<file path="src/rtl/rpsc_pkg.sv">
// ----------------------------------------------------------------------------
// rpsc_pkg
// Shared types and constants of the rotary peak scan controller.
// ----------------------------------------------------------------------------
package rpsc_pkg;

  localparam logic [1:0] CMD_TICK  = 2'd0;
  localparam logic [1:0] CMD_INDEX = 2'd1;
  localparam logic [1:0] CMD_EDGE  = 2'd2;

  localparam logic [2:0] MODE_STARTUP  = 3'd0;
  localparam logic [2:0] MODE_IDLE     = 3'd1;
  localparam logic [2:0] MODE_DEBOUNCE = 3'd2;
  localparam logic [2:0] MODE_HOLD     = 3'd3;
  localparam logic [2:0] MODE_RELEASE  = 3'd4;
  localparam logic [2:0] MODE_ALIGN    = 3'd5;
  localparam logic [2:0] MODE_SCAN     = 3'd6;
  localparam logic [2:0] MODE_SEEK     = 3'd7;

  localparam logic [1:0] REG_DEBOUNCE    = 2'd0;
  localparam logic [1:0] REG_LONG_PRESS  = 2'd1;
  localparam logic [1:0] REG_SHORT_LIMIT = 2'd2;

  localparam logic [7:0] DEBOUNCE_RESET    = 8'd5;
  localparam logic [9:0] LONG_PRESS_RESET  = 10'd100;
  localparam logic [9:0] SHORT_LIMIT_RESET = 10'd30;

  localparam logic [7:0]  TICK_RUN_MAX = 8'd255;
  localparam logic [9:0]  PRESS_MAX    = 10'd1023;
  localparam logic [1:0]  TURN_MAX     = 2'd3;

  // Bit (old_pair | new_pair << 2) set means backward rotation.
  localparam logic [15:0] BACKWARD_KEYS = 16'h4182;

  typedef struct packed {
    logic [7:0] debounce_ticks;
    logic [9:0] long_press_ticks;
    logic [9:0] short_press_limit;
  } rpsc_cfg_t;

  typedef struct packed {
    logic [1:0] cmd;
    logic       button_released;
    logic [1:0] sensor_pair;
    logic [9:0] sample;
  } rpsc_item_t;

  typedef struct packed {
    logic        drive_a;
    logic        drive_b;
    logic [15:0] angle_now;
    logic [14:0] best_angle;
    logic [9:0]  best_level;
    logic [2:0]  mode_code;
  } rpsc_view_t;

endpackage

</file>
<file path="src/rtl/rotary_peak_scan_controller.sv">
// ----------------------------------------------------------------------------
// rotary_peak_scan_controller
// Turntable motor controller driven by tick, index and encoder beats.
//
//   channel  handshake              payload
//   in       in_valid / in_ready    cmd, button_released, sensor_pair, sample
//   out      out_valid / out_ready  drive_a, drive_b, angle_now, best_angle,
//                                   best_level, mode_code
//   cfg      cfg_valid / cfg_ready  cfg_index, cfg_data
//
// One beat is taken per cycle while the result is not stalled; its result
// passes from the input register through the combinational state update
// into the result register. Reset loads the register defaults and the
// startup state, with no clearing pass. A stalled result holds the input
// register, and input is refused only while both registers are full.
// ----------------------------------------------------------------------------
module rotary_peak_scan_controller
  import rpsc_pkg::*;
#(
  parameter int POSITION_BITS = 16
) (
  input  logic               clk,
  input  logic               rst,
  input  logic               in_valid,
  output logic               in_ready,
  input  logic [1:0]         cmd,
  input  logic               button_released,
  input  logic [1:0]         sensor_pair,
  input  logic [9:0]         sample,
  output logic               out_valid,
  input  logic               out_ready,
  output logic               drive_a,
  output logic               drive_b,
  output logic signed [15:0] angle_now,
  output logic [14:0]        best_angle,
  output logic [9:0]         best_level,
  output logic [2:0]         mode_code,
  input  logic               cfg_valid,
  output logic               cfg_ready,
  input  logic [1:0]         cfg_index,
  input  logic [9:0]         cfg_data
);

  rpsc_cfg_t  cfg;
  rpsc_item_t held;
  logic       held_valid;
  logic       step;
  rpsc_view_t view_next;
  rpsc_view_t result;

  assign cfg_ready = 1'b1;
  assign step      = held_valid && (!out_valid || out_ready);
  assign in_ready  = !held_valid || step;

  rpsc_cfg u_cfg (
    .clk       (clk),
    .rst       (rst),
    .cfg_valid (cfg_valid),
    .cfg_index (cfg_index),
    .cfg_data  (cfg_data),
    .cfg       (cfg)
  );

  rpsc_core #(
    .POSITION_BITS (POSITION_BITS)
  ) u_core (
    .clk       (clk),
    .rst       (rst),
    .step      (step),
    .item      (held),
    .cfg       (cfg),
    .view_next (view_next)
  );

  always_ff @(posedge clk) begin
    if (rst) begin
      held_valid <= 1'b0;
      out_valid  <= 1'b0;
    end else begin
      if (in_valid && in_ready) begin
        held_valid <= 1'b1;
      end else if (step) begin
        held_valid <= 1'b0;
      end
      if (step) begin
        out_valid <= 1'b1;
      end else if (out_ready) begin
        out_valid <= 1'b0;
      end
    end
  end

  always_ff @(posedge clk) begin
    if (in_valid && in_ready) begin
      held.cmd             <= cmd;
      held.button_released <= button_released;
      held.sensor_pair     <= sensor_pair;
      held.sample          <= sample;
    end
    if (step) begin
      result <= view_next;
    end
  end

  assign drive_a    = result.drive_a;
  assign drive_b    = result.drive_b;
  assign angle_now  = result.angle_now;
  assign best_angle = result.best_angle;
  assign best_level = result.best_level;
  assign mode_code  = result.mode_code;

endmodule

</file>
<file path="src/rtl/rpsc_cfg.sv">
// ----------------------------------------------------------------------------
// rpsc_cfg
// Configuration register file written through its own valid/ready channel.
// ----------------------------------------------------------------------------
module rpsc_cfg
  import rpsc_pkg::*;
(
  input  logic       clk,
  input  logic       rst,
  input  logic       cfg_valid,
  input  logic [1:0] cfg_index,
  input  logic [9:0] cfg_data,
  output rpsc_cfg_t  cfg
);

  always_ff @(posedge clk) begin
    if (rst) begin
      cfg.debounce_ticks    <= DEBOUNCE_RESET;
      cfg.long_press_ticks  <= LONG_PRESS_RESET;
      cfg.short_press_limit <= SHORT_LIMIT_RESET;
    end else if (cfg_valid) begin
      unique case (cfg_index)
        REG_DEBOUNCE:    cfg.debounce_ticks    <= cfg_data[7:0];
        REG_LONG_PRESS:  cfg.long_press_ticks  <= cfg_data;
        REG_SHORT_LIMIT: cfg.short_press_limit <= cfg_data;
        default: begin
        end
      endcase
    end
  end

endmodule

</file>
<file path="src/rtl/rpsc_core.sv">
// ----------------------------------------------------------------------------
// rpsc_core
// Controller state and the combinational update applied for each item.
// ----------------------------------------------------------------------------
module rpsc_core
  import rpsc_pkg::*;
#(
  parameter int POSITION_BITS = 16
) (
  input  logic       clk,
  input  logic       rst,
  input  logic       step,
  input  rpsc_item_t item,
  input  rpsc_cfg_t  cfg,
  output rpsc_view_t view_next
);

  localparam logic [POSITION_BITS-1:0] POS_MAXP = {1'b0, {(POSITION_BITS-1){1'b1}}};
  localparam logic [POSITION_BITS-1:0] POS_MASK = {POSITION_BITS{1'b1}};
  localparam logic [POSITION_BITS-1:0] POS_ONE  = {{(POSITION_BITS-1){1'b0}}, 1'b1};

  logic [2:0]               mode, mode_next;
  logic [7:0]               tick_run, tick_run_next;
  logic [9:0]               press_time, press_time_next;
  logic [POSITION_BITS-1:0] position, position_next;
  logic [1:0]               turn_count, turn_count_next;
  logic [POSITION_BITS-1:0] peak_pos, peak_pos_next;
  logic [9:0]               peak_val, peak_val_next;
  logic                     sampling_on, sampling_on_next;
  logic                     direction_pending, direction_pending_next;
  logic                     forward_line, forward_line_next;
  logic                     running, running_next;
  logic                     pair_latched;
  logic [1:0]               prior_pair, prior_pair_next;

  logic [3:0]               dir_key;
  logic [POSITION_BITS+15:0] pos_wide, peak_wide;

  always_comb begin
    mode_next              = mode;
    tick_run_next          = tick_run;
    press_time_next        = press_time;
    position_next          = position;
    turn_count_next        = turn_count;
    peak_pos_next          = peak_pos;
    peak_val_next          = peak_val;
    sampling_on_next       = sampling_on;
    direction_pending_next = direction_pending;
    forward_line_next      = forward_line;
    running_next           = running;
    prior_pair_next        = pair_latched ? prior_pair : item.sensor_pair;
    dir_key                = {item.sensor_pair, prior_pair_next};

    if (item.cmd == CMD_INDEX) begin
      position_next = '0;
      if (turn_count < TURN_MAX) begin
        turn_count_next = turn_count + 2'd1;
      end
    end else if (item.cmd == CMD_EDGE) begin
      if (direction_pending) begin
        direction_pending_next = 1'b0;
        if (BACKWARD_KEYS[dir_key]) begin
          forward_line_next = !forward_line;
          running_next      = 1'b1;
        end
      end else begin
        if (position == POS_MASK) begin
          position_next = '0;
        end else if (position < POS_MAXP) begin
          position_next = position + POS_ONE;
        end
        if (sampling_on && (item.sample > peak_val)) begin
          peak_val_next = item.sample;
          peak_pos_next = position_next;
        end
      end
    end else if (item.cmd == CMD_TICK) begin
      unique case (mode)
        MODE_IDLE: begin
          press_time_next = '0;
          if (!item.button_released) begin
            tick_run_next = '0;
            mode_next     = MODE_DEBOUNCE;
          end
        end
        MODE_DEBOUNCE: begin
          if (tick_run < TICK_RUN_MAX) begin
            tick_run_next = tick_run + 8'd1;
          end
          if (tick_run_next >= cfg.debounce_ticks) begin
            if (item.button_released) begin
              mode_next = MODE_IDLE;
            end else begin
              press_time_next = {2'b00, cfg.debounce_ticks};
              mode_next       = MODE_HOLD;
            end
          end
        end
        MODE_HOLD: begin
          if (item.button_released) begin
            tick_run_next = '0;
            mode_next     = MODE_RELEASE;
          end else if (press_time < PRESS_MAX) begin
            press_time_next = press_time + 10'd1;
          end
        end
        MODE_RELEASE: begin
          if (tick_run < TICK_RUN_MAX) begin
            tick_run_next = tick_run + 8'd1;
          end
          if (tick_run_next >= cfg.debounce_ticks) begin
            if (press_time > cfg.long_press_ticks) begin
              turn_count_next = '0;
              running_next    = 1'b1;
              if (position_next != '0) begin
                mode_next = MODE_ALIGN;
              end else begin
                sampling_on_next = 1'b1;
                peak_pos_next    = '0;
                peak_val_next    = '0;
                mode_next        = MODE_SCAN;
              end
            end else begin
              if ((press_time < cfg.short_press_limit) && (press_time != '0)) begin
                running_next = !running;
              end
              mode_next = MODE_IDLE;
            end
          end
        end
        default: begin
        end
      endcase
    end

    if ((mode_next == MODE_STARTUP) && (turn_count_next != '0)) begin
      running_next    = 1'b0;
      turn_count_next = '0;
      position_next   = '0;
      peak_pos_next   = '0;
      peak_val_next   = '0;
      mode_next       = MODE_IDLE;
    end else if ((mode_next == MODE_ALIGN) && (turn_count_next != '0)) begin
      turn_count_next  = '0;
      sampling_on_next = 1'b1;
      peak_pos_next    = '0;
      peak_val_next    = '0;
      running_next     = 1'b1;
      mode_next        = MODE_SCAN;
    end else if ((mode_next == MODE_SCAN) && (turn_count_next != '0)) begin
      sampling_on_next = 1'b0;
      mode_next        = MODE_SEEK;
    end
    if ((mode_next == MODE_SEEK) &&
        ((position_next == peak_pos_next) || turn_count_next[1])) begin
      running_next = 1'b0;
      mode_next    = MODE_IDLE;
    end

    pos_wide  = {16'd0, position_next};
    peak_wide = {16'd0, peak_pos_next};

    view_next.drive_a    = running_next ? forward_line_next : 1'b1;
    view_next.drive_b    = running_next ? !forward_line_next : 1'b1;
    view_next.angle_now  = pos_wide[15:0];
    view_next.best_angle = peak_wide[14:0];
    view_next.best_level = peak_val_next;
    view_next.mode_code  = mode_next;
  end

  always_ff @(posedge clk) begin
    if (rst) begin
      mode              <= MODE_STARTUP;
      tick_run          <= '0;
      press_time        <= '0;
      position          <= POS_MASK;
      turn_count        <= '0;
      peak_pos          <= '0;
      peak_val          <= '0;
      sampling_on       <= 1'b0;
      direction_pending <= 1'b1;
      forward_line      <= 1'b1;
      running           <= 1'b1;
      pair_latched      <= 1'b0;
      prior_pair        <= '0;
    end else if (step) begin
      mode              <= mode_next;
      tick_run          <= tick_run_next;
      press_time        <= press_time_next;
      position          <= position_next;
      turn_count        <= turn_count_next;
      peak_pos          <= peak_pos_next;
      peak_val          <= peak_val_next;
      sampling_on       <= sampling_on_next;
      direction_pending <= direction_pending_next;
      forward_line      <= forward_line_next;
      running           <= running_next;
      pair_latched      <= 1'b1;
      prior_pair        <= prior_pair_next;
    end
  end

endmodule
</file>
<file path="config.mk">
export PLATFORM = sky130hd
export DESIGN_NAME = rotary_peak_scan_controller
export DESIGN_NICKNAME = d
export VERILOG_FILES = /design/src/rtl/rpsc_pkg.sv /design/src/rtl/rotary_peak_scan_controller.sv /design/src/rtl/rpsc_cfg.sv /design/src/rtl/rpsc_core.sv
export SDC_FILE = /design/constraint.sdc
export NUM_CORES = 1
export LEC_CHECK = 0
export BUFFER_PORTS_ARGS = -buffer_cell sky130_fd_sc_hd__buf_2
export CORE_UTILIZATION = 55
export CTS_CLUSTER_DIAMETER = 80
export DETAILED_ROUTE_END_ITERATION = 12
export GPL_TIMING_DRIVEN = 0
export PLACE_DENSITY = 0.74
export SYNTH_ARGS = -nofsm -noshare
export SYNTH_HDL_FRONTEND = slang
export SYNTH_SLANG_ARGS = --single-unit
</file>
<file path="constraint.sdc">
create_clock -name clk -period 8.95 [get_ports clk]
set_input_delay 1.3425 -clock clk [delete_from_list [all_inputs] [get_ports clk]]
set_output_delay 1.3425 -clock clk [all_outputs]
set_load 0.02 [all_outputs]
</file>
==> results of run 1 <==
-- power groups by stage --
stage / clock [W] / combinational, W / sequential [W]
floorplan: 0 / 0.000159 / 0.000837
global placement: 0 / 0.000255 / 0.000826
detailed placement: 0 / 0.000256 / 0.000826
CTS: 0.000727 / 0.000257 / 0.000810
global route: 0.000757 / 0.000281 / 0.000812
finish: 0.000722 / 0.000263 / 0.000810
-- logic make-up after synthesis --
family,share of synthesized area
simple gates,0.215
compound gates,0.216
flops,0.414
buf+inv,0.0549
fa+ha+maj,0.0601
xor+xnor,0.0234
mux,0.0164
other cells,0.000400
-- final timing paths --
check | startpoint | to | slack (ns) | depth (start not counted)
worst min-delay path | u_core.peak_pos[15] | u_core.peak_pos[15] | 0.46 | 2
worst max-delay path | u_core.tick_run[0] | mode_code[1] | 3.60 | 17
worst max register to register | u_core.tick_run[0] | mode_code[1] | 3.60 | 17
worst min register to register | u_core.peak_pos[15] | u_core.peak_pos[15] | 0.46 | 2
-- cell usage in the layout, fill, tap and decap left out, types with 7 or more instances in the layout --
cell | netlist | final
o211ai_1 | 13 | 13
a21oi_1 | 106 | 106
xnor2_1 | 19 | 19
and3_1 | 12 | 12
o21ai_0 | 51 | 51
edfxtp_1 | 61 | 61
buf_2 | 15 | 94
inv_1 | 59 | 59
a21o_1 | 8 | 8
nor4_1 | 12 | 12
mux2i_1 | 12 | 12
dfxtp_1 | 102 | 102
nor2_1 | 153 | 153
nand4_1 | 14 | 14
a22oi_1 | 20 | 20
and2_1 | 9 | 9
nand2_1 | 144 | 144
ha_1 | 45 | 45
clkbuf_1 | 42 | 41
clkbuf_16 | 0 | 17
nand3_1 | 27 | 27
nor3_1 | 18 | 18
o21a_1 | 7 | 7
a211oi_1 | 15 | 15
a31oi_1 | 11 | 11
-- final cells by class --
type	count	area, um^2	share of cell area
clock inverter	15	144	0.0135
buffer	66	283	0.0266
tap	220	275	0.0259
multi-input combinational	824	4980	0.468
timing repair buffer	80	415	0.0391
inverter	62	233	0.0219
clock buffer	17	425	0.0400
sequential	163	3870	0.365
-- stage by stage --
| step | instances | utilization | cell area (um^2) | power (W) | hold slack [ns] |
|---|---|---|---|---|---|
| 4_1_cts | 1447 | 0.641 | 10600 | 0.00179 | 0.456 |
| 6_report | 1447 | 0.641 | 10600 | 0.00179 | 0.459 |
| 5_1_grt | 1447 | 0.641 | 10600 | 0.00185 | 0.471 |
| 2_1_floorplan | 1115 | - | 9370 | 0.000996 | 0.432 |
| 3_5_place_dp | 1415 | 0.606 | 10100 | 0.00108 | 0.447 |
| 3_3_place_gp | 1414 | 0.605 | 10000 | 0.00108 | 0.443 |
-- critical path: stages (launching register included) --
cell and delay, ns:
dfxtp_1 0.41, ha_1 0.22, nand2_1 0.09, nor2_1 0.19, nand3_1 0.27, mux2_2 0.39
ha_1 0.30, a2111oi_2 0.30, o21ai_1 0.22, and2_4 0.22, a41o_1 0.25, xnor2_1 0.66
a21oi_1 0.32, xnor2_1 0.33, nand4_1 0.17, a211oi_2 0.39, a21oi_2 0.15, a21boi_1 0.18
-- synthesized netlist by cell type (4+ instances only) --
master,n
a211oi_2,4
nor3b_1,5
buf_2,15
dfxtp_1,102
o21ai_0,51
ha_1,45
edfxtp_1,61
nand2_1,144
or3_1,6
nor3_1,18
and3_1,12
a41o_1,4
nand3_1,27
nand4_1,14
xor2_1,6
clkbuf_1,42
buf_1,6
mux2i_1,12
and2_1,9
a21oi_1,106
a211oi_1,15
nand3b_1,6
a21o_1,8
nor2_1,153
nand2b_1,6
a31oi_1,11
xnor2_1,19
inv_1,59
a211o_1,4
o21a_1,7
o211ai_1,13
nor4_1,12
a22oi_1,20
-- routing by layer --
layer | share of wire | global-route usage
met1 | 0.41 | 0.385
met2 | 0.48 | 0.527
met3 | 0.062 | 0.0529
met4 | 0.042 | 0.163
met5 | 0 | 0
-- flip-flops by register name (all words and copies together) (netlist names), 2 cells and up --
signal and count:
u_core.peak_val 10, u_core.prior_pair 2, u_cfg.cfg 28, u_core.tick_run 8, u_core.press_time 10, angle_now 16
u_core.mode 3, best_level 10, best_angle 15, held 15, u_core.turn_count 2, mode_code 3
u_core.position 16, u_core.peak_pos 16
==> summary.txt, run 1 <==
Status
  • Status: finished clean

Global route
  • Global route overflow: 0
  • Gr usage total: 0.313
  • Initial antenna violation count: 0
  • First-pass GRT wire length: 42200 um
  • Largest net degree at the start of global routing: 32
  • Vias in the first global route: 7970

Critical path
  • CP Capture Type: register
  • Startpoint types: register
  • Setup CP Type: reg -> reg
  • Critical path fanouts, max: 7
  • CP required: between 9 and 10 ns
  • Worst path arrival time: 5.51 ns

Route
  • DRT Pass-1 Iters: 5
  • WL per Instance: roughly 19 um
  • Vias: 8703
  • Post-route ant nets: 0
  • Detailed Route Iter0 Violations: 672
  • Via/cell ratio: about 6.0
  • # DRC: 0
  • Drt total wl: 27300 um

STA
  • Top achievable clock speed: between 0.15 and 0.2 GHz
  • Fin worst setup slack: 3.60 ns
  • Least-Margin Pin Slew: 0.875 ns
  • Final count of hold timing violations: 0
  • RSZ-0062 raised after global routing: no
  • Setup TNS Final: 0 ns
  • Clock Skews: 0.0108 ns
  • Min Clock Period, post-route: between 5 and 6 ns
  • Final Setup Violations: 0
  • Fin crit share: 0.598
  • Max-slew violations: 0
  • Rel. slew slack: 0.417

Finish
  • Antenna diode count: 0
  • Share of layout cells above drive strength 1: 0.132
  • Fillers: 1488
  • Area Growth Syn to Fin: 13.5%
  • Fin nets: roughly 1.3k

Yosys
  • Synth Flop Type: dfxtp_1
  • Register area share after synthesis: 0.414
  • Cell taking the most area after synthesis: dfxtp_1
  • Synth top area share: 0.218
  • Synthesized area: 9370 um^2
  • Post-Syn Nets: 1192
  • Post-synth EDFFs: 61
  • Unique masters post-synth: 92
  • Seq cells post-synth: between 150 and 200
  • Average size of a mapped cell: 8.40 um^2
  • Ys Warns: 0
  • Synthesized instance count: 1115
  • Async SR Flop Fraction: 0
  • Synth top area cells: dfxtp_1, edfxtp_1, nor2_1

Pwr
  • Comb pwr share: 0.146
  • Power per cell area: approximately 170 nW/um^2
  • Switching Fraction: 0.295
  • Clk network pwr share: 0.402
  • Internal: 0.00127 W
  • LEAKAGE: between 4 and 5 nW
  • P_sw: 0.000529 W
  • Sequential Power Share: 0.451
  • Peak supply drop: around 130 uV

Job
  • Max Cap Viol: 0

Clock tree
  • Max clock buf depth: 2
  • CTS resizes: 0
  • Clock insertion delay at the later pin of the skew report: 0.44 ns
  • Clock root cell: clkbuf_16
  • CTS Hold Bufs: 0
  • CTS Buf Count: 17
  • TritonCTS clock tree: done
  • CTS H-Tree Depth: 4
  • Total setup buffers inserted after CTS: 0
  • Clock-pin slew on the worst setup and hold paths: 0.07 ns
  • Clk sinks: 163

Die
  • Row Count: between 40 and 50
  • Chip height: roughly 130 um
  • Effective utilization at floorplan: 0.565
  • Core box area: 16600 um^2
  • Die X: ~130 um
  • Num ports: 81
  • Die area: 17600 um^2

Place
  • Hpwl dp: 20300 um
  • PortBufs: 79
  • GP Congestion: 0.940
  • Post-Place Setup Slack: between 3 and 4 ns

Hold path
  • HP Class: reg -> reg
Note: power is estimated with default switching activity, not from simulation.
==> run 2: changes to the inputs <==
--- a/config.mk
+++ b/config.mk
@@ -10,7 +10,7 @@
 export CTS_CLUSTER_DIAMETER = 80
 export DETAILED_ROUTE_END_ITERATION = 12
 export GPL_TIMING_DRIVEN = 0
-export PLACE_DENSITY = 0.74
+export PLACE_DENSITY = 0.77
 export SYNTH_ARGS = -nofsm -noshare
 export SYNTH_HDL_FRONTEND = slang
 export SYNTH_SLANG_ARGS = --single-unit
==> constraint.sdc (replaced) <==
create_clock -name clk -period 4.66 [get_ports clk]
set_input_delay 0.699 -clock clk [delete_from_list [all_inputs] [get_ports clk]]
set_output_delay 0.699 -clock clk [all_outputs]
set_load 0.02 [all_outputs]
==> run 2 against run 1 <==
Compared with the run above:
- global-route usage increased by 0.15 points
- maximum frequency increased by 16%
- register-to-register slack got worse by 3.5 ns
- critical path type unchanged
==> summary.txt, run 2 (synthesis results as in run 1) <==
Status
  • Status: finished clean

Die
  • Effective utilization at floorplan: 0.565 (unchanged)
  • Row Count: 47 (unchanged)
  • Die area: 17600 um^2 (unchanged)
  • Chip height: 132 um (unchanged)
  • Num ports: 81 (unchanged)
  • Core box area: 16600 um^2 (unchanged)
  • Die X: 132 um (unchanged)

Route
  • Vias: 8840 (+1.6%)
  • Detailed Route Iter0 Violations: 683 (+1.6%)
  • Post-route ant nets: 0 (unchanged)
  • Drt total wl: 27500 um (+0.94%)
  • # DRC: 0 (unchanged)
  • Via/cell ratio: 6.03 (+0.19%)
  • DRT Pass-1 Iters: 5 (unchanged)
  • WL per Instance: 18.8 um (-0.44%)

Finish
  • Fin nets: 1311 (+1.5%)
  • Layout Utilization: 0.668 (+0.0269)
  • Share of layout cells above drive strength 1: 0.168 (+0.0356)
  • Largest register FFs: 28 (unchanged)
  • Final Non-Filler Cells: 1467 (+1.4%)
  • Commonest non-fill, non-tap cell in the layout: nor2_1
  • Antenna diode count: 0 (unchanged)
  • Most frequent cells in the layout: nor2_1, nand2_1, a21oi_1
  • Area Growth Syn to Fin: 18.2%
  • Fillers: 1393 (-6.4%)
  • Biggest register: u_cfg.cfg

STA
  • Max-slew violations: 0 (unchanged)
  • Final Setup Violations: 0 (unchanged)
  • Fin worst setup slack: 0.0522 ns (-3.55 ns)
  • Top achievable clock speed: 0.217 GHz (+16%)
  • Final count of hold timing violations: 0 (unchanged)
  • Rel. slew slack: 0.442 (+0.0248)
  • Min Clock Period, post-route: 4.61 ns (-0.741 ns)
  • WHS: 0.429 ns (-0.0302 ns)
  • Least-Margin Pin Slew: 0.838 ns (-0.0373 ns)
  • Fin crit share: 0.989 (+0.391)
  • Clock Skews: 0.0111 ns (+0.000305 ns)

Clock tree
  • CTS Buf Count: 17 (unchanged)
  • Clock root cell: clkbuf_16
  • Clock-pin slew on the worst setup and hold paths: 0.07 ns (about the same)
  • Clock insertion delay at the later pin of the skew report: 0.45 ns (about the same)
  • Max clock buf depth: 2 (unchanged)
  • Clk sinks: 163 (unchanged)
  • CTS Hold Bufs: 0 (unchanged)
  • TritonCTS clock tree: done
  • CTS H-Tree Depth: 4 (unchanged)

Pwr
  • Internal: 0.00256 W (+100%)
  • Clk network pwr share: 0.418 (+0.016)
  • Switching Fraction: 0.285 (-0.00978)
  • P_sw: 0.00102 W (+93%)
  • LEAKAGE: 4.28 nW (+4.4%)
  • Sequential Power Share: 0.434 (-0.017)
  • Power per cell area: 324 nW/um^2 (+92%)
  • Comb pwr share: 0.148 (+0.002)
  • Peak supply drop: 261 uV (+110%)

Place
  • GP Congestion: 0.995 (+5.8%)
  • Hpwl dp: 20100 um (-0.90%)
  • Post-Place Setup Slack: -0.649 ns (-4.40 ns)
  • Dpl cells: 1415 (unchanged)
  • PortBufs: 79 (unchanged)

Critical path
  • Worst R2R Path Depth: 18 (+1)
  • Critical path fanouts, max: 10 (+3)
  • Startpoint types: register
  • Crit path capture: mode_code[1]
  • Worst reg2reg setup slack: 0.05 ns (-3.55 ns)
  • Reg2reg end: mode_code[1]
  • Worst path arrival time: 4.78 ns (-0.73 ns)
  • R2r startpoint: u_core.tick_run[1]
  • CP required: 4.83 ns (-4.28 ns)
  • Critical Path Start: u_core.tick_run[1]
  • Setup CP Type: reg -> reg
  • CP Capture Type: register

Global route
  • Gr usage total: 0.314 (+0.00151)
  • Vias in the first global route: 8315 (+4.3%)
  • Global route overflow: 0 (unchanged)
  • Largest net degree at the start of global routing: 40 (+25%)
  • First-pass GRT wire length: 42600 um (+1.1%)
  • Initial antenna violation count: 0 (unchanged)

Job
  • Max Cap Viol: 0 (unchanged)

Hold path
  • HP Class: in -> reg
## run 2: repair_timing
action | 4_1_cts | 5_1_grt
pin swaps | 4 | 16
endpoints found under the hold margin | 0 | 0
setup buffers | 4 | 16
endpoints found under the setup margin | 23 | 7
resized for setup | 24 | 22
## run 2: power by group through the flow
stage / clock (W) / combinational (W) / sequential [W]
6_report: 0.00150 / 0.000532 / 0.00155
5_1_grt: 0.00156 / 0.000568 / 0.00156
4_1_cts: 0.00151 / 0.000505 / 0.00156
3_5_place_dp: 0 / 0.000490 / 0.00159
3_3_place_gp: 0 / 0.000485 / 0.00159
2_1_floorplan: 0 / 0.000306 / 0.00161
## run 2: worst min-delay path by stage
stage	startpoint	end	slack, ns	cells past startpoint
6_report	sample[7]	held[7]	0.43	1
3_5_place_dp	u_cfg.cfg[5]	u_cfg.cfg[5]	0.45	2
3_3_place_gp	u_core.peak_pos[15]	u_core.peak_pos[15]	0.44	2
5_1_grt	sample[7]	held[7]	0.42	1
4_1_cts	sample[7]	held[7]	0.42	1
2_1_floorplan	u_core.peak_pos[15]	u_core.peak_pos[15]	0.43	2
## run 2: cell type report
cell class                      instances  area [um^2]  share of cell area
Buffer                                 66          294              0.0266
Clock buffer                           18          429              0.0388
Clock inverter                         14          195              0.0176
Inverter                               62          233              0.0210
Multi-Input combinational cell        824         5200               0.469
Sequential cell                       163         3880               0.351
Tap cell                              220          275              0.0249
Timing Repair Buffer                  100          566              0.0511
## run 2: per-stage QoR
step / TNS, ns / instance area, um^2 / power [W]
3_3_place_gp: -3.08 / 10000 / 0.00207
2_1_floorplan: 0 / 9370 / 0.00191
5_1_grt: -0.0491 / 11100 / 0.00368
4_1_cts: 0 / 10800 / 0.00357
3_5_place_dp: -3.66 / 10100 / 0.00208
6_report: 0 / 11100 / 0.00358
## run 2: worst max-delay path: stages, from the launching register on
cell and delay [ns]:
dfxtp_4 0.38, ha_4 0.14, nand2_2 0.08, nor2_4 0.15
nand3_4 0.13, mux2_4 0.35, ha_4 0.23, a2111oi_4 0.35
o21ai_2 0.13, and2_4 0.21, a41o_4 0.29, buf_4 0.18
a41oi_4 0.26, o211ai_1 0.21, xnor2_1 0.34, nand4_1 0.19
a211oi_2 0.37, a21oi_2 0.15, a21boi_2 0.20
## run 2: routing by layer
layer / track usage / share of wire
met5: 0 / 0
met4: 0.193 / 0.054
met3: 0.0456 / 0.063
met2: 0.536 / 0.49
met1: 0.375 / 0.40
==> run 3: changes to the inputs <==
--- a/config.mk
+++ b/config.mk
@@ -7,10 +7,11 @@
 export LEC_CHECK = 0
 export BUFFER_PORTS_ARGS = -buffer_cell sky130_fd_sc_hd__buf_2
 export CORE_UTILIZATION = 55
-export CTS_CLUSTER_DIAMETER = 80
+export CTS_CLUSTER_DIAMETER = 200
 export DETAILED_ROUTE_END_ITERATION = 12
-export GPL_TIMING_DRIVEN = 0
+export GPL_TIMING_DRIVEN = 1
 export PLACE_DENSITY = 0.77
 export SYNTH_ARGS = -nofsm -noshare
 export SYNTH_HDL_FRONTEND = slang
+export SYNTH_HIERARCHICAL = 1
 export SYNTH_SLANG_ARGS = --single-unit
==> run 3 against run 2 <==
Compared with the run above:
- sequential power about the same
- synthesized area grew 4.6%
- synthesized cell count down 3.0%
- sequential share of layout area increased by 0.57 points
- first-iteration DRC count is 25% higher
- final cell count is 7.0% lower
- maximum frequency up 5.0%
- critical path depth is 1 lower
- via count shrank 6.6%
- largest power group unchanged
- routed wire length is 12% lower
- non-clock buffer count fell by 58
==> summary.txt, run 3 <==
Finish
  • Commonest non-fill, non-tap cell in the layout: nor2_1
  • Antenna diode count: 0 (unchanged)
  • Area Growth Syn to Fin: 11.0%
  • Area of the multi-input gates: 5270 um^2 (+1.5%)
  • Layout Utilization: 0.626 (-0.0414)
  • Fin nets: 1203 (-8.2%)
  • Biggest register: u_cfg/cfg
  • Final Non-Filler Cells: 1364 (-7.0%)
  • Most frequent cells in the layout: nor2_1, dfxtp_1, nand2_1
  • Register Area: 3870 um^2 (-0.23%)
  • Share of layout cells above drive strength 1: 0.159 (-0.00869)
  • Largest register FFs: 28 (unchanged)
  • Fillers: 1475 (+5.9%)

Yosys
  • Synth top area share: 0.209 (-0.00950)
  • Post-synth EDFFs: 61 (unchanged)
  • Post-Syn Nets: 1159 (-2.8%)
  • Average size of a mapped cell: 9.05 um^2 (+7.7%)
  • Register area share after synthesis: 0.396 (-0.0180)
  • Async SR Flop Fraction: 0 (unchanged)
  • Seq cells post-synth: 163 (unchanged)
  • Synthesized instance count: 1082 (-3.0%)
  • Ys Warns: 6 (+6)
  • Synth top area cells: dfxtp_1, edfxtp_1, mux2i_1
  • Most frequent cells after synthesis: nor2_1, dfxtp_1, nand2_1
  • Synth Flop Type: dfxtp_1
  • Cell taking the most area after synthesis: dfxtp_1
  • Unique masters post-synth: 96 (+4.3%)
  • Cell with the most instances after synthesis: nor2_1
  • Synthesized area: 9790 um^2 (+4.6%)

Global route
  • Initial antenna violation count: 0 (unchanged)
  • Gr usage total: 0.274 (-0.0405)
  • Vias in the first global route: 7715 (-7.2%)
  • Largest net degree at the start of global routing: 62 (+55%)
  • First-pass GRT wire length: 39400 um (-7.7%)
  • Global route overflow: 0 (unchanged)

Critical path
  • Crit path largest cell delay: 0.46 ns (+0.08 ns)
  • CP Capture Type: register
  • Startpoint types: register
  • Critical path fanouts, max: 5 (-5)
  • Slowest CP cell: a2111oi_1
  • Setup CP Type: reg -> reg
  • Worst path arrival time: 4.72 ns (-0.06 ns)
  • CP required: 4.99 ns (+0.16 ns)
  • Crit-path cells: nand3_2, nor2_4, nand4_1, xnor2_1, ha_1, nand2b_1, a2111oi_1, o21ai_2, buf_4, a31oi_2, o31ai_4, xnor2_2, a21o_1, a21oi_1, a2111o_1, o311a_1, a221o_1

STA
  • Fin worst setup slack: 0.271 ns (+0.218 ns)
  • Final count of hold timing violations: 0 (unchanged)
  • Rel. slew slack: 0.438 (-0.00339)
  • Final Setup Violations: 0 (unchanged)
  • Least-Margin Pin Slew: 0.841 ns (+0.00336 ns)
  • WHS: 0.435 ns (+0.00689 ns)
  • Top achievable clock speed: 0.228 GHz (+5.0%)
  • Min Clock Period, post-route: 4.39 ns (-0.218 ns)
  • Max-slew violations: 0 (unchanged)
  • Fin crit share: 0.942 (-0.0469)
  • Clock Skews: 0.0103 ns (-0.000804 ns)

Pwr
  • Pwr Total: 0.00353 W (-1.4%)
  • LEAKAGE: 4.39 nW (+2.7%)
  • Peak supply drop: 262 uV (+0.52%)
  • Power per cell area: 325 nW/um^2 (+0.38%)

Route
  • Vias: 8260 (-6.6%)
  • WL per Instance: 17.7 um (-5.5%)
  • Via/cell ratio: 6.06 (+0.49%)
  • # DRC: 0 (unchanged)
  • Drt total wl: 24200 um (-12%)
  • DRT Pass-1 Iters: 5 (unchanged)
  • Detailed Route Iter0 Violations: 854 (+25%)
  • Post-route ant nets: 0 (unchanged)

Clock tree
  • Clock insertion delay at the later pin of the skew report: 0.44 ns (about the same)
  • Clock-pin slew on the worst setup and hold paths: 0.07 ns (about the same)
  • Clock root cell: clkbuf_16
  • CTS H-Tree Depth: 4 (unchanged)
  • Max clock buf depth: 2 (unchanged)
  • Clk sinks: 163 (unchanged)
  • TritonCTS clock tree: done
  • CTS Hold Bufs: 0 (unchanged)
  • CTS Buf Count: 17 (unchanged)

Die
  • Num ports: 81 (unchanged)
  • Die X: 135 um (+2.2%)
  • Core box area: 17400 um^2 (+4.7%)
  • Row Count: 48 (+2.1%)
  • Effective utilization at floorplan: 0.564 (-0.000577)
  • Chip height: 135 um (+2.2%)
  • Die area: 18300 um^2 (+4.5%)

Job
  • Max Cap Viol: 0 (unchanged)

Place
  • Hpwl dp: 17000 um (-15%)
  • Dpl cells: 1327 (-6.2%)
  • PortBufs: 79 (unchanged)
  • GP Congestion: 0.992 (-0.29%)
  • Post-Place Setup Slack: 0.149 ns (+0.798 ns)

Status
  • Status: finished clean

Hold path
  • HP Class: in -> reg
[run 3: cell types whose count changed after synthesis, sizes merged, moves of 7 or more]
cell	previous run	this run
o22ai	2	9
clkbuf	42	34
xnor2	19	12
nand2	144	87
nor2	155	134
buf	24	49
o21ai	55	42
mux2i	12	76
a21oi	108	58
a211oi	19	10
nand2b	6	34
nor2b	3	19
[run 3: repair_timing]
action,in CTS,in global routing
buffers inserted,0,5
gates resized for setup,0,10
endpoints found under the setup margin,0,6
[run 3: worst paths after layout]
| path | from | slack, ns | depth (start not counted) | endpoint |
|---|---|---|---|---|
| worst min-delay path | sample[1] | 0.44 | 1 | held[1] |
| worst min register to register | u_cfg/cfg[9] | 0.48 | 2 | u_cfg/cfg[9] |
| worst max-delay path | u_core/tick_run[3] | 0.27 | 17 | u_core/running |
| worst max register to register | u_core/tick_run[3] | 0.27 | 17 | u_core/running |
[run 3: critical path, delay by kind of cell, from the launching register on]
| kind | cells | cell delay (ns) |
|---|---|---|
| simple gates | 4 | 0.66 |
| xor+xnor | 2 | 0.43 |
| fa+ha+maj | 1 | 0.26 |
| flops | 1 | 0.43 |
| compound gates | 9 | 2.33 |
| buf+inv | 1 | 0.17 |
[run 3: per-stage QoR]
stage	area [um^2]	TNS (ns)
final	10900	0
after global routing	10900	-0.00903
after CTS	10800	0
after detailed placement	10200	0
after global placement	10200	0
after floorplan	9790	0
[run 3: layer usage]
| layer | GRT usage | vias to the layer above | routed length, um |
|---|---|---|---|
| met1 | 0.337 | 3898 | 10000 |
| met4 | 0.137 | 0 | 1040 |
| li1 | - | 3962 | - |
| met3 | 0.0531 | 80 | 1370 |
| met5 | 0 | - | 0 |
| met2 | 0.457 | 320 | 11700 |
[run 3: layout make-up]
cell class	instances	share of cell area
multi-input cells	776	0.485
flip-flops and latches	163	0.356
repair buffers	108	0.0566
clock buffers	17	0.0391
well taps	225	0.0259
inverters	60	0.0207
clock inverters	15	0.0161
[run 3: kinds of logic after synthesis]
| kind of cell | Yosys count | synth area share |
|---|---|---|
| and+or+nand+nor | 398 | 0.206 |
| AOI/OAI and AO/OA | 238 | 0.173 |
| DFF | 163 | 0.396 |
| buffers and inverters | 143 | 0.0704 |
| muxes | 79 | 0.0832 |
| adders and majority gates | 45 | 0.0575 |
| xor gates and xnor gates | 15 | 0.0142 |
| other | 1 | 0.000383 |
[run 3: power by group]
group          total [W]  switching [W]  internal (W)  leakage (nW)
Clock            0.00143       0.000629      0.000804         0.287
Sequential       0.00158      0.0000463       0.00153          1.41
Combinational   0.000520       0.000335      0.000185          2.69
Total            0.00353        0.00101       0.00252          4.39
